**src/wald_pkg.sv**
```systemverilog
// Shared widths and constants for the wrapped-angle lag difference window sum.
// No dependencies; imported by every module of the block.
package wald_pkg;

  localparam int YAW_W       = 15;
  localparam int DIFF_W      = 16;
  localparam int OUT_W       = 20;
  localparam int IN_TDATA_W  = 16;
  localparam int OUT_TDATA_W = 24;
  localparam int LAG         = 3;

  // 80, 280 and 360 degrees with 6 fraction bits
  localparam logic [YAW_W-1:0]         LOW_EDGE  = 15'd5120;
  localparam logic [YAW_W-1:0]         HIGH_EDGE = 15'd17920;
  localparam logic signed [DIFF_W:0]   FULL_TURN = 17'sd23040;

  typedef logic [YAW_W-1:0]         yaw_t;
  typedef logic signed [DIFF_W-1:0] diff_t;

endpackage

```
**src/wald_unwrap.sv**
```systemverilog
// Lag-3 delay line of raw samples and the seam-unwrapped difference.
// Depends on wald_pkg.
module wald_unwrap (
  input  logic            clk,
  input  logic            rst_n,
  input  logic            adv,
  input  wald_pkg::yaw_t  sample,
  output wald_pkg::diff_t diff
);
  import wald_pkg::*;

  yaw_t                  lag_r [LAG];
  yaw_t                  old_smp;
  logic signed [DIFF_W:0] raw_diff;
  logic signed [DIFF_W:0] adj_diff;

  assign old_smp  = lag_r[LAG-1];
  assign raw_diff = $signed({2'b00, sample}) - $signed({2'b00, old_smp});

  always_comb begin
    if ((sample < LOW_EDGE) && (old_smp > HIGH_EDGE)) begin
      adj_diff = raw_diff + FULL_TURN;
    end else if ((sample > HIGH_EDGE) && (old_smp < LOW_EDGE)) begin
      adj_diff = raw_diff - FULL_TURN;
    end else begin
      adj_diff = raw_diff;
    end
  end

  assign diff = adj_diff[DIFF_W-1:0];

  always_ff @(posedge clk) begin
    if (!rst_n) begin
      for (int i = 0; i < LAG; i++) lag_r[i] <= '0;
    end else if (adv) begin
      lag_r[0] <= sample;
      for (int i = 1; i < LAG; i++) lag_r[i] <= lag_r[i-1];
    end
  end

  // samples no more than 80 degrees apart are never unwrapped
  a_no_wrap_when_close: assert property (@(posedge clk) disable iff (!rst_n)
    (sample <= old_smp + YAW_W'(LOW_EDGE) && old_smp <= sample + YAW_W'(LOW_EDGE))
      |-> (adj_diff == raw_diff))
    else $error("unwrap applied to close samples");

endmodule

```
**src/wald_window.sv**
```systemverilog
// Window of stored differences as a shift line, exact running sum and output clamp.
// Depends on wald_pkg.
module wald_window #(
  parameter int WINDOW = 16
) (
  input  logic                         clk,
  input  logic                         rst_n,
  input  logic                         adv,
  input  wald_pkg::diff_t              diff,
  output logic [wald_pkg::OUT_W-1:0]   sum_sat
);
  import wald_pkg::*;

  localparam int SUM_W = DIFF_W + $clog2(WINDOW);
  localparam int CMP_W = (SUM_W > OUT_W) ? SUM_W : OUT_W;

  localparam logic signed [CMP_W-1:0] SAT_MAX =
    {{(CMP_W-OUT_W+1){1'b0}}, {(OUT_W-1){1'b1}}};
  localparam logic signed [CMP_W-1:0] SAT_MIN =
    {{(CMP_W-OUT_W+1){1'b1}}, {(OUT_W-1){1'b0}}};

  diff_t                   line_r [WINDOW];
  logic signed [SUM_W-1:0] sum_r;
  logic signed [SUM_W-1:0] sum_nxt;
  logic signed [CMP_W-1:0] sum_ext;

  assign sum_nxt = sum_r + SUM_W'(diff) - SUM_W'(line_r[WINDOW-1]);
  assign sum_ext = CMP_W'(sum_nxt);

  always_comb begin
    if (sum_ext > SAT_MAX) begin
      sum_sat = SAT_MAX[OUT_W-1:0];
    end else if (sum_ext < SAT_MIN) begin
      sum_sat = SAT_MIN[OUT_W-1:0];
    end else begin
      sum_sat = sum_ext[OUT_W-1:0];
    end
  end

  always_ff @(posedge clk) begin
    if (!rst_n) begin
      for (int i = 0; i < WINDOW; i++) line_r[i] <= '0;
      sum_r <= '0;
    end else if (adv) begin
      line_r[0] <= diff;
      for (int i = 1; i < WINDOW; i++) line_r[i] <= line_r[i-1];
      sum_r <= sum_nxt;
    end
  end

  a_sum_holds: assert property (@(posedge clk) disable iff (!rst_n)
    !adv |=> $stable(sum_r))
    else $error("running sum moved without a transaction");

  a_line_shift: assert property (@(posedge clk) disable iff (!rst_n)
    adv |=> (line_r[0] == $past(diff)))
    else $error("difference not stored at head of window");

endmodule

```
**src/wrapped_angle_lag_diff_window_sum_core.sv**
```systemverilog
// Top level: stream ports, input register, handshake control and result register.
// Depends on wald_pkg, wald_unwrap and wald_window.
//
//  channel | dir | tdata fields (low bit up)      | width
//  in_     | in  | yaw_sample[14:0], pad[15]      | 16
//  out_    | out | diff_sum[19:0] signed, pad     | 24
//
// One transaction per cycle sustained while results are taken; the path from input to result is
// the input register, then the unwrap/sum logic into the result register.
// Synchronous active-low reset clears the lag line, window line, sum and valids.
// A stalled result holds; the input register keeps taking data while it is empty
// or the result register is free or being taken in the same cycle.
module wrapped_angle_lag_diff_window_sum_core #(
  parameter int WINDOW = 16
) (
  input  logic                               clk,
  input  logic                               rst_n,
  input  logic                               in_tvalid,
  output logic                               in_tready,
  input  logic [wald_pkg::IN_TDATA_W-1:0]    in_tdata,   // [14:0] yaw_sample
  output logic                               out_tvalid,
  input  logic                               out_tready,
  output logic [wald_pkg::OUT_TDATA_W-1:0]   out_tdata   // [19:0] diff_sum
);
  import wald_pkg::*;

  logic             s1_valid_r;
  yaw_t             s1_sample_r;
  logic             out_valid_r;
  logic [OUT_W-1:0] out_data_r;
  logic             out_free;
  logic             adv;
  diff_t            diff;
  logic [OUT_W-1:0] sum_sat;

  assign out_free  = !out_valid_r || out_tready;
  assign adv       = s1_valid_r && out_free;
  assign in_tready = !s1_valid_r || out_free;

  always_ff @(posedge clk) begin
    if (!rst_n) begin
      s1_valid_r  <= 1'b0;
      out_valid_r <= 1'b0;
    end else begin
      if (in_tready) s1_valid_r <= in_tvalid;
      if (out_free)  out_valid_r <= s1_valid_r;
    end
  end

  always_ff @(posedge clk) begin
    if (in_tvalid && in_tready) s1_sample_r <= in_tdata[YAW_W-1:0];
    if (adv)                    out_data_r  <= sum_sat;
  end

  wald_unwrap u_unwrap (
    .clk    (clk),
    .rst_n  (rst_n),
    .adv    (adv),
    .sample (s1_sample_r),
    .diff   (diff)
  );

  wald_window #(
    .WINDOW (WINDOW)
  ) u_window (
    .clk     (clk),
    .rst_n   (rst_n),
    .adv     (adv),
    .diff    (diff),
    .sum_sat (sum_sat)
  );

  assign out_tvalid = out_valid_r;
  assign out_tdata  = {{(OUT_TDATA_W-OUT_W){1'b0}}, out_data_r};

  a_reset_idle: assert property (@(posedge clk)
    !rst_n |=> !out_tvalid)
    else $error("result valid straight after reset");

  a_stage_moves: assert property (@(posedge clk) disable iff (!rst_n)
    adv |=> out_tvalid)
    else $error("input stage advanced without producing a result");

  a_ready_when_drained: assert property (@(posedge clk) disable iff (!rst_n)
    out_tready |-> in_tready)
    else $error("input stalled while result side drains");

endmodule
```
**config.mk**
```make
export PLATFORM = sky130hd
export DESIGN_NAME = wrapped_angle_lag_diff_window_sum_core
export DESIGN_NICKNAME = d
export VERILOG_FILES = /design/src/wald_pkg.sv /design/src/wald_unwrap.sv /design/src/wald_window.sv /design/src/wrapped_angle_lag_diff_window_sum_core.sv
export SDC_FILE = /design/constraint.sdc
export NUM_CORES = 1
export LEC_CHECK = 0
export ABC_CLOCK_PERIOD_IN_PS = 15300
export BUFFER_PORTS_ARGS = -buffer_cell sky130_fd_sc_hd__buf_2
export CAP_MARGIN = 10
export CORE_UTILIZATION = 65
export CTS_CLUSTER_SIZE = 28
export DETAILED_ROUTE_END_ITERATION = 7
export PLACE_DENSITY = 0.83
export SLEW_MARGIN = 10
export SYNTH_ARGS = -nofsm -noshare
export SYNTH_HDL_FRONTEND = slang
export SYNTH_SLANG_ARGS = --single-unit
```
**constraint.sdc**
```tcl
create_clock -name clk -period 15.3 [get_ports clk]
set_clock_uncertainty 0.2 [all_clocks]
set_input_delay 3.06 -clock clk [delete_from_list [all_inputs] [get_ports clk]]
set_output_delay 3.06 -clock clk [all_outputs]
set_load 0.02 [all_outputs]
```
==> flow_summary.toml, run 1 <==
[status]
status = "complete, no violations"

[synthesis]
synth_top_family_by_area = "simple AND/OR/NAND/NOR gates"
yosysTopAreaCellShare_pct = 65.07
netlist_area_mm2 = 0.01551
async_reset_ff_share_pct = 0
synth-xor-area-share_pct = 2.074
synth_cells = 1112
synth_edf_count = 336
synth.distinct_cells = 60
ys_ff_latch = 358
ys.flop_type = "edfxtp_1"
synthMuxAreaShare_pct = 0.5164
avgSynthCellArea_um2 = 13.94
synth.top_cells.by_area = "edfxtp_1, and3_1, and2_1, ha_1, dfxtp_1"
ys_warn_count = 0
yosys.area_share.simple_pct = 15.97
synth_compound_area_share_pct = 4.882
synthAdderAreaFrac_pct = 5.648
yosysSeqAreaShare_pct = 67.91
synth_area_leader_cell = "edfxtp_1"

[route]
drc = 0
drt_iter0_drc = 813
dr.max_layer_used = "met4"
met1_length_um = 11360
first_pass_iters = 5
vias_per_cell = 5.782
routed-wl-met3_um = 1310
wl_per_cell_um = 17.31
drt-total-wl_um = 25530
ant_nets = 0
wl_met2_um = 12310
via_count = 8529

[timing]
period_needed_ns = 6.946
slew_headroom_pct = 26.36
fmax_mhz = 144.0
hold_viol_final = 0
setup_viol = 0
drv_slew = 0
worst_pin_slew_ns = 1.105
grt_setup_unrepaired = "no"
min_period_over_period_pct = 45.40
tns_ns = 0

[power]
p_comb_share_pct = 25.6
p_int_mw = 1.995
power_density_mw_per_mm2 = 166.3
clockPowerShare_pct = 29.8
total_power_mw = 2.831
sequentialPowerShare_pct = 44.5
p_sw_share_pct = 29.53
p_leak_nw = 7.164
p_sw_uw = 836.2
irDropWorstVdd_mv = 0.1154

[clock_network]
htreeDepth = 2
insertion_delay_ns = 0.52
cts_resized = 0
cts.sinks = 358
clk_path_buf_depth = 3
ctsHoldBuffers = 0
post_cts_buffers = 0
cts_tree = "yes"
clkTransAtPathRegs_ns = 0.06
cts_buffers = 36
root_buffer = "clkbuf_16"

[flow_run]
maxCapViolations = 0

[setup_path]
worst-setup-path-type = "input pin to output port"
critPathMaxFanout = 4
start_kind = "input pin"
worst_ep_required_time_ns = 12.04
r2r_setup_slack_ns = 9.03
cp.arrival_ns = 3.69
critPathCaptureType = "output port"

[die]
initial_core_util_pct = 66.26
ios = 46
core.rowCount = 56
core_area_mm2 = 0.02340
die_h_um = 156.5
dieArea_mm2 = 0.02448
fp.dieW_um = 156.5

[cells_and_area]
final_cell_mix = "edfxtp_1, and3_1, and2_1"
synthToLayoutAreaGrowth_pct = 9.804
fin_util_pct = 72.75
diodes = 0
drive_above_1_share_pct = 9.170
layout_commonest_cell = "edfxtp_1"
fillers = 1479
fin_nets = 1207

[global_routing]
grt_max_degree = 168
grt_pass1_vias = 8061
antenna_found_initial = 0
grt_first_pass_wirelength_um = 40390
grt_use_total_pct = 21.32
gr-total-overflow = 0

[placed_design]
place_congestion = 0.8490
dp_hpwl_um = 14860
io_buffers = 40

[min_path]
hp-class = "flip-flop to flip-flop"
## area by class of cell
class	instances	area (µm²)	share of cell area, %
flip-flops and latches	358	10530	61.85
multi-input cells	639	4526	26.58
clock buffers	46	979.7	5.754
well taps	319	399.1	2.344
repair buffers	46	251.5	1.477
inverters	48	190.2	1.117
clock inverters	19	150.1	0.8818
## critical path, cell delays in order
cell	delay [ns]
buf_2	0.10
nor2b_1	0.23
nand2_1	0.13
buf_2	0.17
## metal layers
| layer | up-vias | global-route usage, % |
|---|---|---|
| met5 | - | 0 |
| met4 | 0 | 6.816 |
| met3 | 48 | 3.323 |
| met2 | 197 | 34.63 |
| met1 | 4201 | 29.82 |
| li1 | 4083 | - |
## worst paths after layout
path                                                      from                        endpoint  cells past startpoint
worst max-delay path                                out_tready                       in_tready                      4
worst min-delay path            u_window.sum_r[0]$_SDFFE_PN0P_  u_window.sum_r[0]$_SDFFE_PN0P_                      2
worst max register to register        s1_sample_r[0]$_DFFE_PP_    out_data_r[18]$_SDFFCE_PN1P_                     20
worst min register to register  u_window.sum_r[0]$_SDFFE_PN0P_  u_window.sum_r[0]$_SDFFE_PN0P_                      2
## synth_stat cells, types with 2 or more instances
cell type    n
a21oi_1     22
or4_1        4
o21ai_0     15
nand2_1     45
a21o_1       7
nand3_1      5
xnor2_2      2
o31a_1       3
clkbuf_1    62
ha_1        38
o22ai_1      2
a31oi_1      3
and3_1     193
nand2b_1     3
nor3_1       8
nor2b_1      9
nand4_1      6
xor2_1      12
a211oi_1     5
mux2i_1      8
or3_1        4
a21boi_0    15
buf_4        4
buf_2        3
nor2_1      31
o21bai_1     3
xnor2_1     21
a22o_1       2
o21ai_1      4
nor4_1       2
fa_1        20
and2_1     112
dfxtp_1     22
o21a_1       7
edfxtp_1   336
o211ai_1     3
inv_1       48
## state kept, by name, indices dropped and copies added (netlist names)
signal           count
u_window.line_r    256
u_unwrap.lag_r      45
out_data_r          20
u_window.sum_r      20
s1_sample_r         15
out_tvalid           1
s1_valid_r           1
## power groups by stage
stage / clock network [mW] / registers, mW / logic, mW
3_5_place_dp: 0 / 1.28 / 0.715
6_report: 0.844 / 1.26 / 0.726
5_1_grt: 0.890 / 1.27 / 0.809
2_1_floorplan: 0 / 1.32 / 0.521
3_3_place_gp: 0 / 1.28 / 0.683
4_1_cts: 0.857 / 1.26 / 0.724
## logic make-up after synthesis
group	Yosys count
other	1
DFF	358
buffers and inverters	118
muxes	8
AOI/OAI and AO/OA	108
and+or+nand+nor	426
xor gates and xnor gates	35
adders and majority gates	58
## through the flow
step | setup WS (ns) | instances | instance area (µm²) | hold slack (ns)
floorplan | 5.019 | 1115 | 15520 | 0.2435
global placement | 7.975 | 1410 | 15900 | 0.2549
detailed placement | 7.908 | 1410 | 15900 | 0.2698
CTS | 8.335 | 1475 | 17030 | 0.2769
global route | 8.161 | 1475 | 17030 | 0.3140
finish | 8.354 | 1475 | 17030 | 0.2709
Note: power is estimated with default switching activity, not from simulation.
==> inputs of run 2 (changes only) <==
Settings changed: ABC_CLOCK_PERIOD_IN_PS 15300 to 5900, CORE_UTILIZATION 65 to 56, PLACE_DENSITY 0.83 to 0.76.
Clock period 15.3 ns to 5.9 ns, I/O delays scaled along.
==> run 2 against run 1 <==
Power rose to 2.7 times the previous value; combinational power grew to 2.8 times the previous value; non-clock buffer count rose by 14; global-route usage decreased by 3.1 points; register-to-register slack got worse by 8.7 ns; critical path depth increased by 16; design area increased by 2.0%; sequential share of layout area is 1.2 points lower; critical path type is now flip-flop to flip-flop; flip-flop and latch count is the same; via count decreased by 0.73%.
==> flow_summary.toml, run 2 (synthesized netlist as in run 1, its figures left out) <==
[global_routing]
grt_pass1_vias = 8148
grt_max_degree = 166
grt_use_met3_pct = 3.291
antenna_found_initial = 0
grt_first_pass_wirelength_um = 41350
grt.met1_usage_pct = 27.27
grt_use_total_pct = 18.23
gr-usage-met2_pct = 27.44
grt-busiest-layer = "met2"
gr-total-overflow = 0

[cells_and_area]
fillers = 1908
multi_input_area_mm2 = 0.004634
synthToLayoutAreaGrowth_pct = 11.95
final_cell_mix = "edfxtp_1, and3_1, and2_1"
largest_reg_flops = 256
instances_no_fill = 1508
fin_util_pct = 64.23
regArea_mm2 = 0.01053
top_register = "u_window.line_r"
reg_top3 = "u_window.line_r (256), u_unwrap.lag_r (45)"
drive_above_1_share_pct = 11.83
fin_nets = 1220
stdcell_area_mm2 = 0.01736
layout_commonest_cell = "edfxtp_1"
diodes = 0

[flow_run]
maxCapViolations = 0

[route]
drc = 0
first_pass_iters = 5
drt-total-wl_um = 25150
vias_per_cell = 5.615
wl_per_cell_um = 16.67
via_count = 8467
ant_nets = 0
drt_iter0_drc = 818

[clock_network]
htreeDepth = 2
ctsHoldBuffers = 0
cts.sinks = 358
clk_path_buf_depth = 3
cts_tree = "yes"
cts_buffers = 35
insertion_delay_ns = 0.51
root_buffer = "clkbuf_16"
clkTransAtPathRegs_ns = 0.06

[die]
core_area_mm2 = 0.02703
dieArea_mm2 = 0.02836
die_h_um = 168.4
initial_core_util_pct = 57.38
core.rowCount = 60
fp.dieW_um = 168.4
ios = 46

[setup_path]
crit_family = "compound AO/OA/AOI/OAI gates"
cp-endpoint = "u_window.sum_r[19]$_SDFFE_PN0P_"
path_depth = 20
start_kind = "flip-flop"
critPathLaunch = "s1_sample_r[1]$_DFFE_PP_"
max_stage_delay_ns = 0.47
worst_ep_required_time_ns = 6.10
r2r_end = "u_window.sum_r[19]$_SDFFE_PN0P_"
r2r_setup_slack_ns = 0.28
worst-setup-path-type = "flip-flop to flip-flop"
rr_startpoint = "s1_sample_r[1]$_DFFE_PP_"
critPathCaptureType = "flip-flop"
crit_path_top_delay_cell = "fa_1"
r2r_cells = 20
critPathMaxFanout = 4
crit_chain = "ha_1 > nor2b_1 > o31a_1 > o31a_1 > o21a_1 > a211oi_4 > buf_4 > ha_1 > o22ai_1 > xor2_2 > fa_1 > ha_1 > a21boi_0 > o21ai_0 > o31a_1 > a21oi_1 > mux2i_1 > nor3_1 > xor2_1 > and2_1"
worst-path-buf-inv = 1
cp.arrival_ns = 5.82

[timing]
min_period_over_period_pct = 95.20
drv_slew = 0
fmax_mhz = 178.0
worst_pin_slew_ns = 0.7470
slew_headroom_pct = 50.20
setup_viol = 0
grt_setup_unrepaired = "no"
period_needed_ns = 5.617
hold_viol_final = 0

[min_path]
hp-class = "flip-flop to flip-flop"
min_from = "u_window.sum_r[0]$_SDFFE_PN0P_"

[placed_design]
io_buffers = 40
dp_hpwl_um = 14680
dp.cells = 1441
place_area_mm2 = 0.01604
place_congestion = 0.8660

[power]
p_leak_nw = 7.282
power_density_mw_per_mm2 = 436.7
irDropWorstVdd_mv = 0.2876

[status]
status = "complete, no violations"
run 2: changes by cell type in the layout (fill, tap and decap cells not counted), sizes merged:
cell / previous run / this run
clkbuf: 46 / 45
bufinv: 2 / 6
inv: 50 / 47
clkinvlp: 0 / 2
clkinv: 15 / 10
buf: 46 / 60
run 2: how the worst min path moves through the flow:
stage                                                end  slack [ns]  depth (start not counted)
after CTS                 u_window.sum_r[0]$_SDFFE_PN0P_        0.27                          2
after global routing      u_window.sum_r[0]$_SDFFE_PN0P_        0.30                          2
after global placement    u_window.sum_r[0]$_SDFFE_PN0P_        0.25                          2
final                     u_window.sum_r[0]$_SDFFE_PN0P_        0.27                          2
after detailed placement  u_window.sum_r[0]$_SDFFE_PN0P_        0.26                          2
after floorplan           u_window.sum_r[0]$_SDFFE_PN0P_        0.24                          2
run 2: metrics by stage:
| stage | worst slack [ns] | TNS (ns) | power (mW) | hold WS, ns |
|---|---|---|---|---|
| after global placement | 0.1630 | 0 | 5.178 | 0.2532 |
| after floorplan | -0.9049 | -272.36 | 4.755 | 0.2435 |
| after global routing | 0.04033 | 0 | 8.001 | 0.2976 |
| after CTS | 0.02130 | 0 | 7.567 | 0.2690 |
| final | 0.2832 | 0 | 7.581 | 0.2666 |
| after detailed placement | 0.07494 | 0 | 5.251 | 0.2606 |
run 2: layout make-up:
cell class | instances | share of cell area [%]
clock buffer | 45 | 5.507
clock inverter | 17 | 1.333
inverter | 48 | 1.074
multi-input combinational | 639 | 26.70
sequential | 358 | 60.66
tap | 341 | 2.458
timing repair buffer | 60 | 2.270
run 2: what timing repair did:
item	4_1_cts	5_1_grt
gates resized for setup	1	17
buffers inserted	0	5
pin swaps	0	6
endpoints found under the setup margin	2	4
run 2: report_power, final:
part           switching [mW]  internal [mW]
clock network           0.893           1.41
registers              0.0994           3.16
logic                    1.18          0.840
total                    2.17           5.41
run 2: worst reg2reg max path, stage by stage (launching register included):
cell and delay (ns):
edfxtp_1 0.46, ha_1 0.32, nor2b_1 0.15, o31a_1 0.30, o31a_1 0.29, o21a_1 0.22, a211oi_4 0.34, buf_4 0.18
ha_1 0.21, o22ai_1 0.15, xor2_2 0.26, fa_1 0.47, ha_1 0.34, a21boi_0 0.19, o21ai_0 0.12, o31a_1 0.31
a21oi_1 0.29, mux2i_1 0.30, nor3_1 0.10, xor2_1 0.16, and2_1 0.16
run 2: metal layers:
layer | vias up | part of all wire (%)
met4 | 0 | 1.9
met5 | - | 0
li1 | 4099 | -
met1 | 4174 | 48
met3 | 44 | 4.1
met2 | 150 | 46
==> inputs of run 3 (changes only) <==
Settings changed: CORE_UTILIZATION 56 to 55, PLACE_DENSITY 0.76 to 0.75.
==> run 3 against run 2 <==
Wire length about the same; register-to-register slack got worse by 0.05 ns; die area is 1.8% higher; final cell count is 2.3% higher; first-iteration DRC count shrank 5.6%; critical path depth decreased by 1; critical endpoint is now out_data_r[19]$_SDFFCE_PN0P_; largest cell class unchanged.
==> flow_summary.toml, run 3 (synthesized netlist as in run 1, its figures left out) <==
[die]
die_h_um = 169.9
fp.dieW_um = 169.9
ios = 46
dieArea_mm2 = 0.02887
initial_core_util_pct = 55.81
core.rowCount = 61
core_area_mm2 = 0.02778

[route]
first_pass_iters = 5
via_count = 8443
drt-total-wl_um = 25140
ant_nets = 0
drt_iter0_drc = 772
wl_per_cell_um = 16.30
vias_per_cell = 5.475
drc = 0

[clock_network]
htreeDepth = 2
ctsHoldBuffers = 0
clk_path_buf_depth = 3
post_cts_buffers = 0
insertion_delay_ns = 0.52
cts_buffers = 36
cts_resized = 0
cts.sinks = 358
root_buffer = "clkbuf_16"
clkTransAtPathRegs_ns = 0.06
cts_tree = "yes"

[timing]
grt_setup_unrepaired = "no"
worst_pin_slew_ns = 0.9401
hold_viol_final = 0
tns_ns = 0
fmax_mhz = 176.6
drv_slew = 0
setup_viol = 0
slew_headroom_pct = 37.33
period_needed_ns = 5.663
min_period_over_period_pct = 95.98

[power]
clockPowerShare_pct = 29.9
p_sw_mw = 2.161
power_density_mw_per_mm2 = 430.5
sequentialPowerShare_pct = 43.9
p_leak_nw = 7.215
p_comb_share_pct = 26.2
irDropWorstVdd_mv = 0.2408
p_int_mw = 5.267
p_sw_share_pct = 29.09

[setup_path]
worst_ep_required_time_ns = 5.96
worst-setup-path-type = "flip-flop to flip-flop"
critPathCaptureType = "flip-flop"
r2r_end = "out_data_r[19]$_SDFFCE_PN0P_"
r2r_setup_slack_ns = 0.24
critPathMaxFanout = 6
cp.arrival_ns = 5.73
r2r_cells = 19
rr_startpoint = "s1_sample_r[1]$_DFFE_PP_"
start_kind = "flip-flop"

[min_path]
hp-class = "flip-flop to flip-flop"
min_path_cells = 2
min_from = "u_window.sum_r[0]$_SDFFE_PN0P_"
holdPathEnd = "u_window.sum_r[0]$_SDFFE_PN0P_"

[flow_run]
maxCapViolations = 0

[status]
status = "complete, no violations"

[cells_and_area]
reg_top3 = "u_window.line_r (256), u_unwrap.lag_r (45)"
multi_input_area_mm2 = 0.004579
largest_reg_flops = 256
regArea_mm2 = 0.01053
diodes = 0
final_cell_mix = "edfxtp_1, and3_1, and2_1"
fin_util_pct = 62.10
fin_nets = 1215
synthToLayoutAreaGrowth_pct = 11.26
top_register = "u_window.line_r"
drive_above_1_share_pct = 10.40
layout_commonest_cell = "edfxtp_1"
fillers = 2102

[global_routing]
grt_pass1_vias = 8057
grt_first_pass_wirelength_um = 40930
gr-total-overflow = 0
grt_use_total_pct = 17.90
antenna_found_initial = 0
grt_max_degree = 150

[placed_design]
place_congestion = 0.8461
dp_hpwl_um = 14600
io_buffers = 40
[run 3: cell types whose count changed in the layout (fill, tap and decap cells not counted), moves of 2 or more]
cell and delta:
clkinv_2 -3, buf_4 -4, clkbuf_8 +3, inv_6 +3
xor2_1 +2, bufinv_16 -3, clkinv_1 +5, xor2_2 -2
buf_12 -2
[run 3: worst max path at each step]
| stage | start | endpoint | slack (ns) |
|---|---|---|---|
| after floorplan | out_tready | u_unwrap.lag_r[0][0]$_SDFFCE_PN0P_ | -0.90 |
| after global placement | s1_sample_r[0]$_DFFE_PP_ | out_data_r[18]$_SDFFCE_PN1P_ | 0.23 |
| after detailed placement | s1_sample_r[0]$_DFFE_PP_ | out_data_r[19]$_SDFFCE_PN0P_ | 0.18 |
| after CTS | s1_sample_r[0]$_DFFE_PP_ | out_data_r[19]$_SDFFCE_PN0P_ | 0.14 |
| after global routing | s1_sample_r[1]$_DFFE_PP_ | out_data_r[19]$_SDFFCE_PN0P_ | 0.004 |
| final | s1_sample_r[1]$_DFFE_PP_ | out_data_r[19]$_SDFFCE_PN0P_ | 0.24 |
[run 3: per-layer routing]
metal / share of wire, % / GRT usage, % / up-vias
li1: - / - / 4097
met1: 49 / 26.76 / 4161
met2: 45 / 26.80 / 147
met4: 1.8 / 5.092 / 0
met5: 0 / 0 / -
met3: 4.3 / 3.395 / 38
[run 3: worst max-delay path: stages, from the launching register on]
cell	delay, ns
edfxtp_1	0.49
ha_1	0.33
nor2b_1	0.14
o31a_1	0.28
o31a_1	0.28
o21a_1	0.22
a211oi_4	0.36
inv_1	0.09
ha_1	0.21
o22ai_1	0.21
xor2_2	0.25
fa_1	0.46
ha_1	0.35
a21boi_0	0.18
o21ai_0	0.14
o31a_1	0.33
a21oi_1	0.30
mux2i_1	0.31
nor2_1	0.10
xor2_1	0.17
[run 3: power groups by stage]
stage          sequential [mW]  clock [mW]  combinational (mW)
2_1_floorplan             3.40           0                1.35
3_3_place_gp              3.31           0                1.84
3_5_place_dp              3.32           0                1.90
4_1_cts                   3.26        2.28                1.93
5_1_grt                   3.29        2.38                2.16
6_report                  3.26        2.22                1.94
[run 3: through the flow]
step / setup slack [ns] / instance area (µm²) / instances / power (mW) / hold slack, ns
after floorplan: -0.9049 / 15550 / 1115 / 4.755 / 0.2435
after global placement: 0.2318 / 16060 / 1477 / 5.150 / 0.2537
after detailed placement: 0.1814 / 16060 / 1477 / 5.220 / 0.2659
after CTS: 0.1352 / 17220 / 1542 / 7.473 / 0.2740
after global routing: 0.004389 / 17250 / 1542 / 7.831 / 0.3147
final: 0.2371 / 17250 / 1542 / 7.427 / 0.2713
[run 3: area by class of cell]
| cell class | count | share of cell area [%] |
|---|---|---|
| Inverter | 48 | 1.095 |
| Timing Repair Buffer | 54 | 1.878 |
| Clock buffer | 47 | 5.759 |
| Sequential cell | 358 | 61.04 |
| Tap cell | 378 | 2.742 |
| Multi-Input combinational cell | 639 | 26.54 |
| Clock inverter | 18 | 0.9429 |
